File: src/bpm_pkg.sv
package bpm_pkg;

    // Field and register widths.
    localparam int SAMPLE_W = 16;
    localparam int TICK_W   = 16;
    localparam int GAIN_W   = 24;
    localparam int MV16_W   = 16;
    localparam int COUNT_W  = 4;
    localparam int SPAN_W   = 32;
    localparam int PCT_W    = 7;
    localparam int MV_W     = 20;
    localparam int PROD_W   = GAIN_W + GAIN_W;

    // Widths of the divider numerator, divisor and quotient.
    localparam int NUM_W = 27;
    localparam int DEN_W = 20;
    localparam int QUO_W = 16;

    // Division by 100 as a reciprocal multiply. The shifted product is exact for
    // every capacity times percent product up to 65535 * 100.
    localparam int                RECIP_SHIFT = 30;
    localparam logic [GAIN_W-1:0] RECIP_100   = 24'd10737419;

    // Configuration port.
    localparam int APB_DW    = 32;
    localparam int ADDR_W    = 5;
    localparam int REG_IDX_W = 3;

    localparam logic [REG_IDX_W-1:0] REG_GAIN   = 3'd0;
    localparam logic [REG_IDX_W-1:0] REG_MIN    = 3'd1;
    localparam logic [REG_IDX_W-1:0] REG_MAX    = 3'd2;
    localparam logic [REG_IDX_W-1:0] REG_COUNT  = 3'd3;
    localparam logic [REG_IDX_W-1:0] REG_SPAN   = 3'd4;
    localparam logic [REG_IDX_W-1:0] REG_CAP    = 3'd5;
    localparam logic [REG_IDX_W-1:0] REG_ADC_ON = 3'd6;

    // Register reset values.
    localparam logic [GAIN_W-1:0]  GAIN_RST  = 24'd52821;
    localparam logic [MV16_W-1:0]  MIN_RST   = 16'd3000;
    localparam logic [MV16_W-1:0]  MAX_RST   = 16'd4200;
    localparam logic [COUNT_W-1:0] COUNT_RST = 4'd1;
    localparam logic [SPAN_W-1:0]  SPAN_RST  = 32'd1000;

    localparam logic [PCT_W-1:0] PCT_FULL = 7'd100;

    localparam int MAX_CELLS_DEF   = 8;
    localparam int SAMPLE_BITS_DEF = 16;

    typedef enum logic [3:0] {
        ST_IDLE,
        ST_SCALE,
        ST_ACC,
        ST_CHECK,
        ST_LO,
        ST_HI,
        ST_PCT,
        ST_PDIV,
        ST_PWAIT,
        ST_DIR,
        ST_RDIV,
        ST_RWAIT
    } t_state;

    typedef struct packed {
        logic             start;
        logic [NUM_W-1:0] num;
        logic [DEN_W-1:0] den;
    } t_div_req;

    typedef struct packed {
        logic             busy;
        logic             done;
        logic [QUO_W-1:0] quot;
    } t_div_rsp;

endpackage

File: src/bpm_div.sv
// Restoring divider, one quotient bit per cycle. The caller guarantees that
// the quotient fits in QUO_W bits.
module bpm_div import bpm_pkg::*; (
    input  logic     i_clk,
    input  logic     i_rst_n,
    input  t_div_req i_req,
    output t_div_rsp o_rsp
);

    localparam int CNT_W = $clog2(QUO_W + 1);

    logic             r_busy;
    logic             r_done;
    logic [CNT_W-1:0] r_cnt;
    logic [DEN_W:0]   r_rem;
    logic [QUO_W-1:0] r_quo;
    logic [DEN_W-1:0] r_den;

    logic [DEN_W:0] trial;
    logic           ge;

    assign trial = {r_rem[DEN_W-1:0], r_quo[QUO_W-1]};
    assign ge    = trial >= {1'b0, r_den};

    always_ff @(posedge i_clk) begin
        if (!i_rst_n) begin
            r_busy <= 1'b0;
            r_done <= 1'b0;
            r_cnt  <= '0;
        end else if (i_req.start) begin
            r_busy <= 1'b1;
            r_done <= 1'b0;
            r_cnt  <= CNT_W'(QUO_W);
        end else if (r_busy) begin
            r_cnt <= r_cnt - 1'b1;
            if (r_cnt == CNT_W'(1)) begin
                r_busy <= 1'b0;
                r_done <= 1'b1;
            end
        end
    end

    always_ff @(posedge i_clk) begin
        if (i_req.start) begin
            r_rem <= (DEN_W + 1)'(i_req.num[NUM_W-1:QUO_W]);
            r_quo <= i_req.num[QUO_W-1:0];
            r_den <= i_req.den;
        end else if (r_busy) begin
            r_rem <= ge ? (trial - {1'b0, r_den}) : trial;
            r_quo <= {r_quo[QUO_W-2:0], ge};
        end
    end

    assign o_rsp.busy = r_busy;
    assign o_rsp.done = r_done;
    assign o_rsp.quot = r_quo;

endmodule

File: config.mk
export PLATFORM = sky130hd
export DESIGN_NAME = bpm_div
export DESIGN_NICKNAME = d
export VERILOG_FILES = /design/src/bpm_pkg.sv /design/src/bpm_div.sv
export SDC_FILE = /design/constraint.sdc
export NUM_CORES = 1
export LEC_CHECK = 0
export BUFFER_PORTS_ARGS = -buffer_cell sky130_fd_sc_hd__buf_2
export CAP_MARGIN = 20
export CORE_MARGIN = 10
export CORE_UTILIZATION = 35
export CTS_CLUSTER_DIAMETER = 50
export CTS_CLUSTER_SIZE = 28
export DETAILED_ROUTE_END_ITERATION = 16
export PLACE_DENSITY = 0.55
export SKIP_CTS_REPAIR_TIMING = 1
export SLEW_MARGIN = 15
export SYNTH_ARGS = -nofsm -noshare
export SYNTH_HDL_FRONTEND = slang
export SYNTH_SLANG_ARGS = --single-unit
File: constraint.sdc
create_clock -name i_clk -period 7.8 [get_ports i_clk]
set_input_delay 0.78 -clock i_clk [delete_from_list [all_inputs] [get_ports i_clk]]
set_output_delay 0.78 -clock i_clk [all_outputs]
set_load 0.05 [all_outputs]
; ---- Yosys cells after proc, flatten, opt, wreduce, memory -nomap -nowiden
; Index checks and enable logic that the tools add are counted.
; Widths: inputs -> output; s select.
[totals]
regBits = 63
latchBits = 0
ramBits = 0
mem_bits_ro = 0
in_bits = 50
output_inout_bits = 18
wordCells = 26
mem_count = 0
[op_classes]
add_sub_neg = 2
multipliers = 0
div = 0
n_lt_le_gt_ge = 1
n_eq_ne = 1
n_shift = 0
muxes = 10
n_bitwise = 1
reduce_logical = 3
[op_table]
columns = operator, n
row1 = $mux 16, 2
row2 = $mux 11, 2
row3 = $ge 21x20->1, 1
row4 = $mux 20, 1
row5 = $sub 20x20->20, 1
row6 = $mux 5, 2
row7 = $eq 5x1->1 const B, 1
row8 = $sub 5x1->5 const B, 1
row9 = $mux 1, 3
row10 = $reduce_and 2->1, 1
row11 = $reduce_bool 2->1, 1
row12 = $reduce_or 2->1, 1
row13 = $not 1->1, 1

; ---- Logic depth before layout (Yosys ltp)
[logic_depth]
depth_word = 4
mapped_depth = 12
depth_no_buf = 12

; ---- Least setup slack after synthesis
; Ideal clock, no wire load.
[synth_timing]
kind = register -> register
from = register r_quo[15]
to = register r_rem[18]
setup_time_ns = 0.057
arrival_time_ns = 2.961
t_required_ns = 7.743
slack_ns = 4.782
path_stages_with_launch = 13
path_buffers = 0
synth_period_minus_slack_ns = 3.018
cell_sequence = edfxtp_1 > inv_1 > ha_1 > inv_1 > fa_1 > a21oi_1 > o21ai_1 > a2111oi_2 > nor3_1 > o311a_1 > o32a_1 > a31oi_1 > a21o_1
[synth_between]
elab_chain_len = 2
elab_cells_between_ends = 3
cone_classes = 1 x add/sub / 1 x order compare / 1 x mux
[synth_lines]
columns = element, line_no
row1 = "start, declared", bpm_div.sv:16  ; logic [QUO_W-1:0] r_quo;
row2 = "start signal, assigned", bpm_div.sv:46  ; r_quo <= i_req.num[QUO_W-1:0];
row3 = "start signal, assigned", bpm_div.sv:50  ; r_quo <= {r_quo[QUO_W-2:0], ge};
row4 = $sub 20x20->20 or $ge 21x20->1 (tied branches), "bpm_div.sv:49, bpm_div.sv:23"
row5 = $mux 20 *, bpm_div.sv:49  ; r_rem <= ge ? (trial - {1'b0, r_den}) : trial;
row6 = "end signal, assigned", bpm_div.sv:45  ; r_rem <= (DEN_W + 1)'(i_req.num[NUM_W-1:QUO_W]);
row7 = "end signal, assigned", bpm_div.sv:49
row8 = "end, declared", bpm_div.sv:15  ; logic [DEN_W:0] r_rem;
; Mark *: on every way between the ends. The rest lies on a longest branch, timed or not.
; A chain may end at the register's enable or synchronous reset.

; ---- Worst setup path after layout
[layout_timing]
from = register r_rem[5]
to = register r_rem[4], data pin
[layout_between]
elab_chain_len = 4
[layout_lines]
columns = element, line_no
row1 = $ge 21x20->1, bpm_div.sv:23  ; assign ge = trial >= {1'b0, r_den};
row2 = $mux 20, bpm_div.sv:49
row3 = $mux 11, bpm_div.sv:48  ; end else if (r_busy) begin
row4 = $mux 11, bpm_div.sv:44  ; if (i_req.start) begin
; No other way between the ends. The select of a mux whose other input is x is not followed.

==> flow_summary.json <==
{
  "instances_no_fill": 545,
  "slowest_stage": "o211ai_4",
  "area.growth.synth_to_final_pct": 17.3,
  "drive_above_1_share_pct": 30.1,
  "rsz0062_at_grt": "false",
  "cts-htree-levels": 3,
  "hold_path_class": "reg2reg",
  "routed_via_density": 4.82,
  "synthCells": 338,
  "detail-route-antenna-nets": 0,
  "reg2reg_from": "r_rem[5]",
  "dieArea_um2": 15000,
  "ys_async_sr_fraction_pct": 0,
  "numCtsBuffers": 9,
  "cts.reportedPaths.clkPinSlew_ns": 0.08,
  "clock_path_buffers": 2,
  "totalWireLength_um": 7840,
  "hold_slack_ns": 0.472,
  "r2r-end": "r_rem[4]",
  "grt_pass1_wl_um": 13200,
  "critPathBufInv": 0,
  "p_leak_nw": 1.82,
  "synth_area_per_cell_um2": 10.8,
  "yosysTopAreaCell": "edfxtp_1",
  "cts_root_buf": "clkbuf_8",
  "hold_viol_final": 0,
  "ff2ff_path_depth": 8,
  "preCtsSetupSlack_ns": 4.47,
  "max_freq_mhz": 299,
  "crit_arrival_ns": 3.45,
  "ys_ff_latch": 63,
  "place_area_um2": 4110,
  "wl_per_cell_um": 14.4,
  "overflow": 0,
  "nFillCells": 1045,
  "setup_tns_ns": 0,
  "endpoint": "r_rem[4]",
  "worst_slew_pin_slew_ns": 1.01,
  "p_total_uw": 970,
  "hpwl_um": 5700,
  "crit_fanout": 33,
  "ioPinCount": 68,
  "grt_pass1_vias": 2767,
  "yosysWarningCount": 0,
  "synth_edf_count": 47,
  "clkSinkCount": 63,
  "r2r_setup_slack_ns": 4.45,
  "start_util_pct": 35.6,
  "syn_area_um2": 3660,
  "yosysTopAreaCellShare_pct": 38.6,
  "coreArea_um2": 10300,
  "diodes": 0,
  "fin_skew_ns": 0.0128,
  "final_cell_mix": "buf_2, edfxtp_1, nor2_1",
  "path_cells": "ha_1 > and4_1 > nand3_1 > a211oi_2 > o41ai_4 > o211ai_4 > mux2_1 > mux2_2",
  "dr.first_iter.drc_count": 59,
  "setup_viol": 0,
  "crit_required_ns": 7.90,
  "cp-startpoint": "r_rem[5]",
  "clk_latency_ns": 0.35,
  "synth_nets": 411,
  "grt_max_degree": 65,
  "dieWidth_um": 122,
  "slowest_delay_ns": 0.81,
  "routabilityCongestion": 0.771,
  "status": "complete, no violations",
  "final_common_cell": "buf_2",
  "critical_path_depth": 8,
  "nets": 477,
  "ir_worst_vdd_mv": 0.115,
  "antenna_found_initial": 0,
  "layout_setup_ws_ns": 4.45,
  "relSlewSlack_pct": 32.6,
  "fin_crit_sh_pct": 42.9,
  "path_class": "reg2reg",
  "fp.dieH_um": 122,
  "vias": 2626,
  "port_buffers": 67,
  "max_cap_viol_count": 0,
  "dr.pass1.iters": 4,
  "drc": 0,
  "post-route-min-period_ns": 3.35,
  "critPathCaptureType": "register",
  "cts_tree": "built",
  "critical_path.startpoint_type": "register",
  "synth_area_leaders": "edfxtp_1, dfxtp_1, ha_1",
  "dpl.cell_count": 529,
  "final_cell_area_um2": 4290,
  "cp_top_family": "compound AO/OA/AOI/OAI gates",
  "ys_types": 50,
  "num_rows": 37,
  "ys_seq_area_share_pct": 47.3,
  "p_per_area_nw_per_um2": 226,
  "grt_usage_pct": 10.9,
  "drv_slew": 0,
  "fin_util_pct": 41.8,
  "synth_ff_type": "edfxtp_1"
}
-- worst min-delay path by stage --
| stage | end | start | cells after the start | slack (ns) |
|---|---|---|---|---|
| 4_1_cts | r_rem[19] | r_rem[19] | 2 | 0.48 |
| 6_report | r_rem[19] | r_rem[19] | 2 | 0.47 |
| 5_1_grt | r_rem[18] | r_rem[18] | 1 | 0.53 |
| 2_1_floorplan | r_rem[19] | r_rem[19] | 2 | 0.43 |
| 3_5_place_dp | r_rem[19] | r_rem[19] | 2 | 0.46 |
| 3_3_place_gp | r_done | r_done | 2 | 0.45 |
-- tightest hold or removal path, delay by kind of cell (launching register included) --
kind             cells  cell delay, ns
flip-flops           1            0.33
AND/OR/NAND/NOR      1            0.05
AO/OA/AOI/OAI        1            0.06
-- sequential cells by signal, summed over array words and instances, names as in the netlist --
register / cells
r_busy: 1
r_cnt: 5
r_den: 20
r_done: 1
r_quo: 16
r_rem: 20
-- final cells by class --
type | count | area, µm² | share of cell area [%]
multi-input cells | 229 | 1740 | 40.5
flip-flops and latches | 63 | 1730 | 40.3
repair buffers | 69 | 350 | 8.16
well taps | 136 | 170 | 3.96
clock buffers | 9 | 124 | 2.89
inverters | 32 | 120 | 2.80
clock inverters | 7 | 56.3 | 1.31
-- cells in the mapped netlist (all sizes together), types with 2 or more instances --
master   n
clkbuf   8
dfxtp   16
a211oi  10
a31oi    3
and3     3
inv     32
buf      6
nand2   17
o31ai    3
o21bai   4
xnor2    9
nor4     3
o21ai   10
a21o     7
nor2b    3
nor3     6
mux2    25
o21a     3
a21oi   18
ha      22
or2      4
nor2    34
o22ai    2
mux2i    7
xor2    10
nand2b   3
nand4    2
edfxtp  47
nand3    6
o221ai   2
-- cells by family (layout without fill, tap and decap cells) --
family	after synthesis	after routing	share of synthesized area, %
buffers and inverters	46	117	5.16
AOI/OAI and AO/OA	71	71	14.5
and+or+nand+nor	84	84	10.8
xor gates and xnor gates	19	19	4.55
adders and majority gates	23	23	8.07
muxes	32	32	9.60
DFF	63	63	47.3
-- power by group --
part	internal (mW)	switching [mW]
sequential	0.399	0.0185
clock	0.118	0.144
combinational	0.119	0.171
total	0.636	0.334
-- layer usage --
metal	global-route usage (%)	vias up	wire, µm	part of all wire (%)
met2	16.3	57	3420	44
met3	4.59	13	572	7.3
li1	-	1351	-	-
met5	0	-	0	0
met4	3.53	0	105	1.3
met1	14.0	1205	3740	48
No activity file was read; power rests on OpenSTA's default activity.
